## config.mk

```make
export PLATFORM = sky130hd
export DESIGN_NAME = form_urlencoded_query_parser_flat
export DESIGN_NICKNAME = d
export VERILOG_FILES = /design/src/rtl/fuqp_pkg.sv /design/src/rtl/fuqp_if.sv /design/src/rtl/form_urlencoded_query_parser.sv /design/src/flat_wrapper.sv
export SDC_FILE = /design/constraint.sdc
export NUM_CORES = 1
export LEC_CHECK = 0
export ABC_AREA = 1
export BUFFER_PORTS_ARGS = -buffer_cell sky130_fd_sc_hd__buf_2
export CORE_AREA = 4 4 150 152
export DETAILED_ROUTE_END_ITERATION = 10
export DIE_AREA = 0 0 154 156
export GPL_TIMING_DRIVEN = 1
export PLACE_DENSITY = 0.72
export SLEW_MARGIN = 20
export SYNTH_ARGS = -nofsm -noshare
export SYNTH_HDL_FRONTEND = slang
export SYNTH_SLANG_ARGS = --single-unit
export TNS_END_PERCENT = 5
```

## constraint.sdc

```tcl
create_clock -name clk -period 6.88 [get_ports clk]
set_clock_uncertainty 0.2 [all_clocks]
set_input_delay 0.688 -clock clk [delete_from_list [all_inputs] [get_ports clk]]
set_output_delay 0.688 -clock clk [all_outputs]
set_load 0.02 [all_outputs]
```

## src/rtl/fuqp_pkg.sv

```systemverilog
// Shared types, codes and helpers for the form-urlencoded query parser.
`timescale 1ns / 1ps

package fuqp_pkg;

  localparam int COUNT_BITS_DEF = 16;
  localparam int PAIR_CNT_W     = 16;
  localparam int FIFO_DEPTH     = 4;
  localparam int MAX_RES        = 3;

  // result kinds
  localparam logic [2:0] KIND_KEY  = 3'd0;
  localparam logic [2:0] KIND_VAL  = 3'd1;
  localparam logic [2:0] KIND_PAIR = 3'd2;
  localparam logic [2:0] KIND_END  = 3'd3;
  localparam logic [2:0] KIND_ERR  = 3'd4;

  // characters with meaning
  localparam logic [7:0] CH_QUEST = 8'h3F;
  localparam logic [7:0] CH_AMP   = 8'h26;
  localparam logic [7:0] CH_EQ    = 8'h3D;
  localparam logic [7:0] CH_PCT   = 8'h25;
  localparam logic [7:0] CH_PLUS  = 8'h2B;
  localparam logic [7:0] CH_SPACE = 8'h20;

  typedef struct packed {
    logic [2:0]            kind;
    logic [7:0]            data;
    logic                  has_value;
    logic [PAIR_CNT_W-1:0] pair_count;
    logic                  error_seen;
    logic                  last_result;
  } result_t;

  // {valid, nibble}
  function automatic logic [4:0] hex_decode(input logic [7:0] c);
    logic [4:0] r;
    r = 5'd0;
    if (c >= 8'h30 && c <= 8'h39) r = {1'b1, 4'(c - 8'h30)};
    else if (c >= 8'h41 && c <= 8'h46) r = {1'b1, 4'(c - 8'h37)};
    else if (c >= 8'h61 && c <= 8'h66) r = {1'b1, 4'(c - 8'h57)};
    return r;
  endfunction

endpackage

```

## src/rtl/fuqp_if.sv

```systemverilog
// Valid/ready channel interfaces for the parser's input bytes and results.
`timescale 1ns / 1ps

interface fuqp_in_if;
  logic       valid;
  logic       ready;
  logic [7:0] byte_in;
  logic       is_last;

  modport source (output valid, output byte_in, output is_last, input ready);
  modport sink   (input valid, input byte_in, input is_last, output ready);
endinterface

interface fuqp_out_if;
  logic        valid;
  logic        ready;
  logic [2:0]  kind;
  logic [7:0]  data;
  logic        has_value;
  logic [15:0] pair_count;
  logic        error_seen;
  logic        last_result;

  modport source (output valid, output kind, output data, output has_value,
                  output pair_count, output error_seen, output last_result,
                  input ready);
  modport sink   (input valid, input kind, input data, input has_value,
                  input pair_count, input error_seen, input last_result,
                  output ready);
endinterface

```

## src/rtl/form_urlencoded_query_parser.sv

```systemverilog
// Top level: streaming form-urlencoded query string parser.
//
// Usage: query bytes enter on in_ch, one per beat, with is_last on the final
// byte of each string. Results leave on out_ch: key bytes, decoded value
// bytes, pair ends, errors and one string end per string; last_result marks
// the final result caused by an input beat.
// An accepted byte's results enter the result queue behind any results
// already queued. Throughput: one byte per cycle while each byte yields at
// most one result and out_ch is not stalled. A byte yields up to three
// results (data, pair end, string end); results drain one per cycle while
// out_ch is ready, through a four-entry result queue, and in_ch.ready is
// high while the queue holds at most one entry, so extra results stall input.
// Reset (rst_n low, synchronous) empties the queue and returns the parser to
// the start of a new string. When the receiver stalls out_ch, the queue
// fills and in_ch.ready drops; nothing is lost or reordered.
`timescale 1ns / 1ps

module form_urlencoded_query_parser #(
  parameter int COUNT_BITS = fuqp_pkg::COUNT_BITS_DEF
) (
  input  logic        clk,
  input  logic        rst_n,
  fuqp_in_if.sink     in_ch,
  fuqp_out_if.source  out_ch
);

  localparam int PTR_BITS = $clog2(fuqp_pkg::FIFO_DEPTH);
  localparam int CNT_BITS = $clog2(fuqp_pkg::FIFO_DEPTH + 1);
  localparam int SAT_W    = (COUNT_BITS > fuqp_pkg::PAIR_CNT_W) ?
                            COUNT_BITS : fuqp_pkg::PAIR_CNT_W;

  typedef enum logic [2:0] {
    PH_KEY  = 3'd0,
    PH_VAL  = 3'd1,
    PH_HEX1 = 3'd2,
    PH_HEX2 = 3'd3,
    PH_DROP = 3'd4
  } phase_t;

  phase_t                phase_r, phase_nxt;
  logic                  start_r, start_nxt;
  logic                  seg_r, seg_nxt;
  logic                  eq_r, eq_nxt;
  logic [3:0]            hn_r, hn_nxt;
  logic [COUNT_BITS-1:0] pd_r, pd_nxt;
  logic                  err_r, err_nxt;

  fuqp_pkg::result_t     fifo_r [fuqp_pkg::FIFO_DEPTH];
  logic [PTR_BITS-1:0]   wr_ptr_r, rd_ptr_r;
  logic [CNT_BITS-1:0]   cnt_r, cnt_nxt;

  fuqp_pkg::result_t     res [fuqp_pkg::MAX_RES];
  logic [1:0]            n_res;
  logic                  in_fire, out_fire;

  function automatic logic [fuqp_pkg::PAIR_CNT_W-1:0] sat_count(
    input logic [COUNT_BITS-1:0] v
  );
    logic [SAT_W-1:0] ext;
    ext = SAT_W'(v);
    if (ext > SAT_W'({fuqp_pkg::PAIR_CNT_W{1'b1}}))
      return {fuqp_pkg::PAIR_CNT_W{1'b1}};
    return ext[fuqp_pkg::PAIR_CNT_W-1:0];
  endfunction

  function automatic fuqp_pkg::result_t mk_res(
    input logic [2:0]            kind,
    input logic [7:0]            data,
    input logic                  hv,
    input logic [COUNT_BITS-1:0] pd,
    input logic                  err
  );
    fuqp_pkg::result_t r;
    r.kind        = kind;
    r.data        = data;
    r.has_value   = hv;
    r.pair_count  = sat_count(pd);
    r.error_seen  = err;
    r.last_result = 1'b0;
    return r;
  endfunction

  assign in_fire     = in_ch.valid && in_ch.ready;
  assign out_fire    = out_ch.valid && out_ch.ready;
  assign in_ch.ready = (cnt_r <= CNT_BITS'(1));

  // per-byte parse step: state update and up to three results
  always_comb begin
    logic [7:0] c;
    logic [4:0] hx;
    c         = in_ch.byte_in;
    hx        = fuqp_pkg::hex_decode(c);
    phase_nxt = phase_r;
    start_nxt = 1'b0;
    seg_nxt   = seg_r;
    eq_nxt    = eq_r;
    hn_nxt    = hn_r;
    pd_nxt    = pd_r;
    err_nxt   = err_r;
    n_res     = 2'd0;
    for (int i = 0; i < fuqp_pkg::MAX_RES; i++) res[i] = '0;

    if (start_r && c == fuqp_pkg::CH_QUEST) begin
      // leading '?' dropped
    end else if (phase_r == PH_DROP) begin
    end else if (phase_r == PH_HEX1 || phase_r == PH_HEX2) begin
      if (!hx[4]) begin
        err_nxt   = 1'b1;
        phase_nxt = PH_DROP;
        seg_nxt   = 1'b0;
        eq_nxt    = 1'b0;
        res[0]    = mk_res(fuqp_pkg::KIND_ERR, 8'd0, 1'b0, pd_nxt, 1'b1);
        n_res     = 2'd1;
      end else if (phase_r == PH_HEX1) begin
        hn_nxt    = hx[3:0];
        phase_nxt = PH_HEX2;
      end else begin
        res[0]    = mk_res(fuqp_pkg::KIND_VAL, {hn_r, hx[3:0]}, 1'b0, pd_nxt, err_nxt);
        n_res     = 2'd1;
        phase_nxt = PH_VAL;
      end
    end else if (c == fuqp_pkg::CH_AMP) begin
      if (seg_r) begin
        if (!(&pd_r)) pd_nxt = pd_r + COUNT_BITS'(1);
        res[0]  = mk_res(fuqp_pkg::KIND_PAIR, 8'd0, eq_r, pd_nxt, err_nxt);
        n_res   = 2'd1;
        seg_nxt = 1'b0;
        eq_nxt  = 1'b0;
      end
      phase_nxt = PH_KEY;
    end else if (phase_r == PH_VAL) begin
      if (c == fuqp_pkg::CH_PCT) begin
        phase_nxt = PH_HEX1;
      end else begin
        res[0] = mk_res(fuqp_pkg::KIND_VAL,
                        (c == fuqp_pkg::CH_PLUS) ? fuqp_pkg::CH_SPACE : c,
                        1'b0, pd_nxt, err_nxt);
        n_res  = 2'd1;
      end
    end else begin
      phase_nxt = PH_KEY;
      seg_nxt   = 1'b1;
      if (c == fuqp_pkg::CH_EQ) begin
        eq_nxt    = 1'b1;
        phase_nxt = PH_VAL;
      end else begin
        res[0] = mk_res(fuqp_pkg::KIND_KEY, c, 1'b0, pd_nxt, err_nxt);
        n_res  = 2'd1;
      end
    end

    if (in_ch.is_last) begin
      // escape cut short by end of string
      if (phase_nxt == PH_HEX1 || phase_nxt == PH_HEX2) begin
        err_nxt    = 1'b1;
        phase_nxt  = PH_DROP;
        seg_nxt    = 1'b0;
        eq_nxt     = 1'b0;
        res[n_res] = mk_res(fuqp_pkg::KIND_ERR, 8'd0, 1'b0, pd_nxt, 1'b1);
        n_res      = n_res + 2'd1;
      end
      if (phase_nxt != PH_DROP && seg_nxt) begin
        if (!(&pd_nxt)) pd_nxt = pd_nxt + COUNT_BITS'(1);
        res[n_res] = mk_res(fuqp_pkg::KIND_PAIR, 8'd0, eq_nxt, pd_nxt, err_nxt);
        n_res      = n_res + 2'd1;
      end
      res[n_res] = mk_res(fuqp_pkg::KIND_END, 8'd0, 1'b0, pd_nxt, err_nxt);
      n_res      = n_res + 2'd1;
      phase_nxt  = PH_KEY;
      start_nxt  = 1'b1;
      seg_nxt    = 1'b0;
      eq_nxt     = 1'b0;
      hn_nxt     = 4'd0;
      pd_nxt     = '0;
      err_nxt    = 1'b0;
    end

    if (n_res != 2'd0) res[n_res - 2'd1].last_result = 1'b1;
  end

  always_comb begin
    cnt_nxt = cnt_r;
    if (in_fire)  cnt_nxt = cnt_nxt + CNT_BITS'(n_res);
    if (out_fire) cnt_nxt = cnt_nxt - CNT_BITS'(1);
  end

  always_ff @(posedge clk) begin
    if (!rst_n) begin
      phase_r  <= PH_KEY;
      start_r  <= 1'b1;
      seg_r    <= 1'b0;
      eq_r     <= 1'b0;
      hn_r     <= 4'd0;
      pd_r     <= '0;
      err_r    <= 1'b0;
      wr_ptr_r <= '0;
      rd_ptr_r <= '0;
      cnt_r    <= '0;
    end else begin
      if (in_fire) begin
        phase_r  <= phase_nxt;
        start_r  <= start_nxt;
        seg_r    <= seg_nxt;
        eq_r     <= eq_nxt;
        hn_r     <= hn_nxt;
        pd_r     <= pd_nxt;
        err_r    <= err_nxt;
        wr_ptr_r <= wr_ptr_r + PTR_BITS'(n_res);
      end
      if (out_fire) rd_ptr_r <= rd_ptr_r + PTR_BITS'(1);
      cnt_r <= cnt_nxt;
    end
  end

  // result queue payload
  always_ff @(posedge clk) begin
    if (in_fire) begin
      for (int i = 0; i < fuqp_pkg::MAX_RES; i++) begin
        if (i < int'(n_res)) fifo_r[wr_ptr_r + PTR_BITS'(i)] <= res[i];
      end
    end
  end

  assign out_ch.valid       = (cnt_r != '0);
  assign out_ch.kind        = fifo_r[rd_ptr_r].kind;
  assign out_ch.data        = fifo_r[rd_ptr_r].data;
  assign out_ch.has_value   = fifo_r[rd_ptr_r].has_value;
  assign out_ch.pair_count  = fifo_r[rd_ptr_r].pair_count;
  assign out_ch.error_seen  = fifo_r[rd_ptr_r].error_seen;
  assign out_ch.last_result = fifo_r[rd_ptr_r].last_result;

  // queue never overfills
  a_cnt_bound: assert property (@(posedge clk) disable iff (!rst_n)
    cnt_r <= CNT_BITS'(fuqp_pkg::FIFO_DEPTH))
    else $error("result queue overflow");

  // a string end always leaves at least its end result queued
  a_end_queued: assert property (@(posedge clk) disable iff (!rst_n)
    (in_fire && in_ch.is_last) |=> (cnt_r != '0))
    else $error("string end produced no result");

  // after a string end the parser is back at string start
  a_end_reset: assert property (@(posedge clk) disable iff (!rst_n)
    (in_fire && in_ch.is_last) |=> (start_r && pd_r == '0 && !err_r && !seg_r))
    else $error("parser state not cleared at string end");

  // queue occupancy holds steady when no byte is taken and no result is popped
  a_cnt_track: assert property (@(posedge clk) disable iff (!rst_n)
    (!in_fire && !out_fire) |=> $stable(cnt_r))
    else $error("queue count changed without a beat");

endmodule
```

## src/flat_wrapper.sv

```systemverilog
// flat-port wrapper written by rule: the top's interface ports become plain ports
module form_urlencoded_query_parser_flat 
#(
  parameter int COUNT_BITS = fuqp_pkg::COUNT_BITS_DEF
)
  (clk, rst_n, in_ch_valid, in_ch_byte_in, in_ch_is_last, in_ch_ready, out_ch_valid, out_ch_kind, out_ch_data, out_ch_has_value, out_ch_pair_count, out_ch_error_seen, out_ch_last_result, out_ch_ready);
  fuqp_in_if in_ch_i ();
  fuqp_out_if out_ch_i ();
  input  logic clk;
  input  logic rst_n;
  input wire logic [$bits(in_ch_i.valid)-1:0] in_ch_valid;
  input wire logic [$bits(in_ch_i.byte_in)-1:0] in_ch_byte_in;
  input wire logic [$bits(in_ch_i.is_last)-1:0] in_ch_is_last;
  output wire logic [$bits(in_ch_i.ready)-1:0] in_ch_ready;
  output wire logic [$bits(out_ch_i.valid)-1:0] out_ch_valid;
  output wire logic [$bits(out_ch_i.kind)-1:0] out_ch_kind;
  output wire logic [$bits(out_ch_i.data)-1:0] out_ch_data;
  output wire logic [$bits(out_ch_i.has_value)-1:0] out_ch_has_value;
  output wire logic [$bits(out_ch_i.pair_count)-1:0] out_ch_pair_count;
  output wire logic [$bits(out_ch_i.error_seen)-1:0] out_ch_error_seen;
  output wire logic [$bits(out_ch_i.last_result)-1:0] out_ch_last_result;
  input wire logic [$bits(out_ch_i.ready)-1:0] out_ch_ready;
  assign in_ch_i.valid = in_ch_valid;
  assign in_ch_i.byte_in = in_ch_byte_in;
  assign in_ch_i.is_last = in_ch_is_last;
  assign in_ch_ready = in_ch_i.ready;
  assign out_ch_valid = out_ch_i.valid;
  assign out_ch_kind = out_ch_i.kind;
  assign out_ch_data = out_ch_i.data;
  assign out_ch_has_value = out_ch_i.has_value;
  assign out_ch_pair_count = out_ch_i.pair_count;
  assign out_ch_error_seen = out_ch_i.error_seen;
  assign out_ch_last_result = out_ch_i.last_result;
  assign out_ch_i.ready = out_ch_ready;
  form_urlencoded_query_parser #(.COUNT_BITS(COUNT_BITS)) u_core (.clk(clk), .rst_n(rst_n), .in_ch(in_ch_i), .out_ch(out_ch_i));
endmodule
```

==> metrics.txt, run 1 <==
Die X=approximately 150 microns; post-synthesis sequential area ratio=a little under two fifths; CP Class=in -> reg; EDFF count, synth=120; first-pass GRT wire length=57900 microns; cells resized by post-CTS repair=0; number of global-route vias before repair=10590; Clk Latency, worst-skew pair=around 0.44 ns; Total GRT Usage=29.9%; Max-cap violations=0; crit path time final=around 5.6 ns; # setup viols final=0; Layout fillers=between 1500 and 2000; YS warnings=0; Rel. slew slack=approximately 36%; Sink Count=~160; Area growth syn-to-layout=8.56%; clock buffer depth=2; Post-CTS Setup Inserts=0; TritonCTS clock tree=done; H-Tree Depth=4; placed cell areas=~12000 sq um; library cells used by synthesis=45; hpwl dp=25600 microns; nets@finish=~1700; Fmax=about 180 MHz; CP cell instances=buf_2 > inv_1 > ha_1 > nor3_1 > nor2_1 > nand2_1 > nand2_2 > nand2_2 > nand3_2 > nand2_4 > nand2_1 > inv_2 > nand2_4 > inv_2 > fa_1 > inv_1 > ha_1 > nand2_1 > a22oi_1 > nand2_1 > o211ai_1; Int Pwr=about 0.0020 W; FFs w/ async S/R, synth=0%; initial core utilization=around 55%; status=completed; layout cells sized above 1=about 12%; Clock Pin Slew Worst Setup and Hold Paths=approximately 0.070 ns; Multi-input gate area=6360 sq um; wire length per cell after detailed routing=18.8 microns; Clock Tree Root=clkbuf_16; top-count cell post-synth=nand2_1; drt initial violations=approximately 1800; Flop pwr share=around 40%; number of port buffers=44; cell mode on critical path=nand2_1; Setup crit end kind=register; CTS Hold Buffers Added=0; crit-path max FO=25; CP Data Required Time=just under 7 ns; Leakage=between 5 and 6 nW; CTS Buf Count=17; vias per cell=between 6 and 7; CP Buf/Inv Count=5; FP Rows=between 50 and 60; power share of the clock group=between 20% and 30%; Die Y-Extent=about 160 microns; Hold Crit Class=reg -> reg; Arr. time, crit path=5.68 ns; ANT cells=0; period utilization=81.5%; final RePlAce weighted congestion=a little under 1; synth top area cells=edfxtp_1 (31%), nand2_1 (15%), nand3_1 (13%); top cells by count, synth=nand2_1 (451), nand3_1 (293), nor2_1 (159), edfxtp_1 (120), o21ai_0 (115); Top-Level Pins=45; Switching Share=between 30% and 40%; ANT nets after route=0; fin worst setup slack=between 1 and 1.5 ns; largest net degree at the start of global routing=between 60 and 70; initial antenna violation count=0; Post-Synthesis Cells=about 1700; synthesized cell area=between 10000 and 15000 sq um; Slew Limit Fails=0; syn nets=roughly 1700; share of the synthesized area in the top cell type=between 30% and 40%; Post-Layout Inst Area=~13000 sq um; gr ovfl total=0; max incr delay on CP=roughly 0.71 ns; Reg area=around 4300 sq um; switching power total=roughly 0.0013 W; Slowest cell on crit path=nand2_1; Slew @ Worst Pin=0.960 ns; CP startpoint kind=input port; die area=approximately 24000 sq um; Setup TNS Final=0 ns; Worst path top cell family by delay=simple AND/OR/NAND/NOR gates; FF+latch count, synth=roughly 160; drc violations=0; Placeable Area=21000 sq um; pre-CTS WS=between 0.9 and 1 ns; Core Util, Final=59.5%; maximum vdd drop=around 180 uV; Via Count=about 12000; dominant cell type by area after synthesis=edfxtp_1; drt total wl=~37000 microns; Logic pwr share=31.0%; DR pass1 iterations=6; mean post-synth cell area=a little under 7 sq um; Hold Violations, Final=0; RSZ-0062 raised after global routing=no; ys flop type=edfxtp_1; P per Cell Area=between 200 and 300 nW/um^2
==> through the flow <==
step,std cells,total power (W),hold slack (ns)
floorplan,1656,0.00198,0.226
global placement,1919,0.00230,0.252
detailed placement,1919,0.00232,0.265
CTS,1951,0.00326,0.279
global route,1951,0.00342,0.296
finish,1951,0.00327,0.275
==> layout make-up <==
cell class                      count  area share, %
Inverter                          135           4.05
Clock inverter                     15           1.34
Clock buffer                       17           3.40
Sequential cell                   156           34.6
Timing Repair Buffer               65           3.02
Tap cell                          275           2.75
Multi-Input combinational cell   1288           50.8
==> power by group through the flow <==
| stage | combinational (W) | sequential [W] | clock (W) |
|---|---|---|---|
| floorplan | 0.000663 | 0.00131 | 0 |
| global placement | 0.000989 | 0.00131 | 0 |
| detailed placement | 0.00100 | 0.00131 | 0 |
| CTS | 0.00101 | 0.00129 | 0.000959 |
| global route | 0.00110 | 0.00131 | 0.00100 |
| finish | 0.00101 | 0.00130 | 0.000960 |
==> path summary, 6_finish.rpt <==
check	startpoint	end	slack, ns	cells past startpoint
worst max-delay path	in_ch_byte_in[1]	u_core.fifo_r[1][1]	1.27	21
worst min-delay path	u_core.hn_r[1]	u_core.hn_r[1]	0.27	2
worst min register to register	u_core.hn_r[1]	u_core.hn_r[1]	0.27	2
worst max register to register	u_core.phase_r[2]	u_core.fifo_r[0][29]	1.41	24
==> flip-flops by register name, summed over array words and instances (netlist names), named ones only <==
| name | count |
|---|---|
| u_core.cnt_r | 3 |
| u_core.eq_r | 1 |
| u_core.err_r | 1 |
| u_core.fifo_r | 120 |
| u_core.hn_r | 4 |
| u_core.pd_r | 16 |
| u_core.phase_r | 3 |
| u_core.rd_ptr_r | 2 |
| u_core.seg_r | 1 |
| u_core.start_r | 1 |
| u_core.wr_ptr_r | 2 |
==> cells in the final DEF (no fill, tap or decap), types with 8 or more instances in the layout <==
cell | netlist | routed
inv_2 | 28 | 28
o211ai_1 | 13 | 13
o22ai_1 | 38 | 38
nor2_2 | 13 | 13
nand3_2 | 10 | 10
nor2_1 | 159 | 159
nand4_1 | 23 | 23
buf_2 | 21 | 44
edfxtp_1 | 120 | 120
clkbuf_16 | 0 | 17
nand2_1 | 451 | 451
o21ai_1 | 10 | 10
dfxtp_1 | 36 | 35
buf_4 | 4 | 21
nand3_1 | 293 | 293
a21oi_1 | 58 | 58
xor2_1 | 8 | 8
o21ai_2 | 6 | 10
nand2_2 | 24 | 24
o21ai_0 | 115 | 111
inv_1 | 103 | 103
ha_1 | 15 | 15
o221ai_1 | 10 | 10
==> worst register-to-register path: cells and delay by family (launching register included) <==
kind                     cells  cell delay, ns
AO/OA/AOI/OAI                1            0.26
adder cells (fa/ha/maj)      2            0.85
buffers and inverters       10            1.72
flip-flops                   1            0.42
AND/OR/NAND/NOR             11            1.67
==> logic make-up after synthesis <==
group,share of synthesized area [%]
simple gates,39.4
xor+xnor,0.684
flops,37.5
buf+inv,7.40
compound gates,13.0
fa+ha+maj,1.98
==> per-layer routing <==
layer | global-route usage, % | wire [microns] | share of wire [%] | vias up
met4 | 8.16 | 963 | 2.6 | 0
met2 | 45.6 | 16100 | 44 | 740
met3 | 6.63 | 4080 | 11 | 100
met1 | 43.3 | 15500 | 42 | 5491
met5 | 0 | 0 | 0 | -
li1 | - | - | - | 5651
No activity file was read; power rests on OpenSTA's default activity.
==> inputs of run 2 (changes only) <==
- PLACE_DENSITY: 0.72 -> 0.74
- clock period: 6.88 -> 4.9 ns (I/O delays scaled with it)
==> run 2 against run 1 <==
  * Final cell count is 0.77% higher
  * Sequential power is 39% higher
  * Power is 44% higher
  * Flip-flop and latch count stayed put
  * Combinational power is 48% higher
  * Non-clock buffer count is 15 higher
  * Wire length is 1.8% lower
  * Critical path depth is 1 lower
  * Register-to-register slack worse by 0.97 ns
  * Via count is 0.16% lower
  * Setup slack worse by 0.83 ns
  * Utilization is 0.91 points higher
  * Highest routed layer is now met5
==> metrics.txt, run 2 (synthesis results as in run 1) <==
ANT cells=0 (unchanged); cell mode on critical path=inv_2 (was nand2_1); H-Tree Depth=4 (unchanged); Slew Limit Fails=0 (unchanged); most common cell after layout, fill and taps aside=nand2_1 (unchanged); FP Rows=53 (unchanged); HP Start=rst_n (was u_core.hn_r[1]); DR pass1 iterations=6 (unchanged); largest net degree at the start of global routing=62 (unchanged); Hold Violations, Final=0 (unchanged); Sink Count=156 (unchanged); cells resized by post-CTS repair=0 (unchanged); P per Cell Area=370 nW/um^2 (was 261 nW/um^2); Clock Tree Root=clkbuf_16 (unchanged); Regs by FF count=u_core.fifo_r x120, u_core.pd_r x16, u_core.hn_r x4 (unchanged); Fmax=~220 MHz; CP cell instances=inv_2 > nand2_2 > inv_2 > nor2_1 > nand3_1 > nand3_2 > nand2_4 > nand2_1 > inv_2 > nand2_4 > inv_2 > fa_1 > inv_1 > ha_1 > nand2_1 > clkinv_1 > o211ai_1 > nand3_1 > nand2_1 > nand3_1 (was buf_2 > inv_1 > ha_1 > nor3_1 > nor2_1 > nand2_1 > nand2_2 > nand2_2 > nand3_2 > nand2_4 > nand2_1 > inv_2 > nand2_4 > inv_2 > fa_1 > inv_1 > ha_1 > nand2_1 > a22oi_1 > nand2_1 > o211ai_1); hpwl dp=24900 microns (was 25600 microns); Setup crit end kind=register (unchanged); Worst R2R End=u_core.fifo_r[1][4] (was u_core.fifo_r[0][29]); number of global-route vias before repair=10917 (was 10590); max incr delay on CP=0.51 ns (was 0.71 ns); gr ovfl total=0 (unchanged); Max-cap violations=0 (unchanged); first-pass GRT wire length=58300 microns (was 57900 microns); initial antenna violation count=1 (was 0); crit-path max FO=17 (was 25); final RePlAce weighted congestion=0.956 (was 0.961); most frequent cells in the layout=nand2_1 (451), nand3_1 (293), nor2_1 (159), edfxtp_1 (120), o21ai_0 (111) (unchanged); crit path time final=between 4 and 5 ns; R2R Setup Slk=0.44 ns (was 1.41 ns); drc violations=0 (unchanged); Total GRT Usage=29.8% (was 29.9%); CP Data Required Time=4.86 ns (was 6.95 ns); Leakage=5.29 nW (was 5.19 nW); drt initial violations=1471 (was 1819); Multi-input gate area=6370 sq um (was 6360 sq um); clock buffer depth=2 (unchanged); wire length per cell after detailed routing=18.3 microns (was 18.8 microns); max reg flops=120 (unchanged); number of port buffers=44 (unchanged); nets@finish=1708 (was 1693); Slowest cell on crit path=fa_1 (was nand2_1); TritonCTS clock tree=done (unchanged); vias per cell=6.08 (was 6.14); Arr. time, crit path=4.42 ns (was 5.68 ns); period utilization=about nine tenths; most flop-heavy register=u_core.fifo_r (unchanged); Setup TNS Final=0 ns (unchanged); hold slack=0.159 ns (was 0.275 ns); initial core utilization=54.8% (unchanged); Worst Hold End=u_core.cnt_r[1] (was u_core.hn_r[1]); Top-Level Pins=45 (unchanged); hold depth=3 (was 2); CTS Hold Buffers Added=0 (unchanged); Via Count=11963 (was 11982); Slew @ Worst Pin=0.985 ns (was 0.960 ns); die area=24000 sq um (unchanged); status=completed (unchanged); layout cells sized above 1=13.2% (was 12.4%); Die Y-Extent=156 microns (unchanged); Rel. slew slack=34.3% (was 35.9%); Reg-to-Reg Start=u_core.phase_r[2] (unchanged); Clock Pin Slew Worst Setup and Hold Paths=0.08 ns (was 0.07 ns); Placeable Area=21000 sq um (unchanged); CP startpoint kind=register (was input port); CTS Buf Count=17 (unchanged); Die X=154 microns (unchanged); Reg area=4330 sq um (unchanged); Layout fillers=1928 (was 1971); Area growth syn-to-layout=10.2% (was 8.56%); Worst R2R Path Depth=20 (was 24); Clk Latency, worst-skew pair=0.44 ns (about the same); # setup viols final=0 (unchanged); CP Class=reg -> reg (was in -> reg); maximum vdd drop=224 uV (was 177 uV); Hold Crit Class=in -> reg (was reg -> reg); drt total wl=36000 microns (was 36600 microns); ANT nets after route=0 (unchanged); RSZ-0062 raised after global routing=no (unchanged); Post-CTS Setup Inserts=0 (unchanged)
==> run 2: cell count changes in the layout (fill, tap and decap cells not counted) <==
| cell | before | now |
|---|---|---|
| clkinv_8 | 3 | 4 |
| inv_2 | 28 | 29 |
| inv_6 | 2 | 1 |
| buf_4 | 21 | 32 |
| inv_8 | 6 | 5 |
| o21ai_4 | 0 | 1 |
| inv_12 | 0 | 2 |
| o21ai_2 | 10 | 9 |
| clkinvlp_4 | 1 | 0 |
| buf_12 | 0 | 4 |
| inv_1 | 103 | 102 |
==> run 2: worst max-delay path, delay by kind of cell (launching register included) <==
kind	cells	cell delay, ns
buffers and inverters	6	0.80
adders and majority gates	2	0.79
DFF	1	0.42
AOI/OAI and AO/OA	1	0.28
and+or+nand+nor	11	1.66
==> run 2: how the worst max path moves through the flow <==
stage                           start                    to  slack (ns)
global route        u_core.phase_r[2]   u_core.fifo_r[1][9]        0.17
detailed placement   in_ch_byte_in[1]   u_core.fifo_r[1][4]        0.18
CTS                 u_core.phase_r[2]   u_core.fifo_r[1][9]        0.56
finish              u_core.phase_r[2]   u_core.fifo_r[1][4]        0.44
floorplan            in_ch_byte_in[1]   u_core.fifo_r[1][0]       -0.07
global placement     in_ch_byte_in[1]  u_core.fifo_r[1][10]        0.30
==> run 2: where the power goes <==
part,internal (W),switching (W),leakage [nW]
clock network,0.000700,0.000682,0.299
logic,0.000404,0.00109,3.56
registers,0.00174,0.0000730,1.43
==> run 2: layout make-up <==
class,instances,share of cell area [%]
clock buffer,17,3.35
clock inverter,15,1.49
inverter,135,3.99
multi-input combinational,1288,50.1
sequential,156,34.1
tap,275,2.71
timing repair buffer,80,4.26
==> run 2: per-layer routing <==
metal | vias to the layer above | track usage [%] | routed length, microns
li1 | 5690 | - | -
met2 | 718 | 46.5 | 16000
met1 | 5438 | 42.1 | 15200
met4 | 2 | 8.28 | 886
met3 | 115 | 6.85 | 3830
met5 | - | 0 | 13
==> run 2: stage by stage <==
stage	total power [W]	setup slack, ns	util [%]	instances	instance area [sq um]
finish	0.00469	0.445	60.4	1966	12700
floorplan	0.00277	-0.0748	-	1656	11500
global route	0.00492	0.167	60.4	1966	12700
detailed placement	0.00333	0.176	57.5	1934	12100
CTS	0.00468	0.556	60.4	1966	12700
global placement	0.00329	0.299	57.5	1934	12100
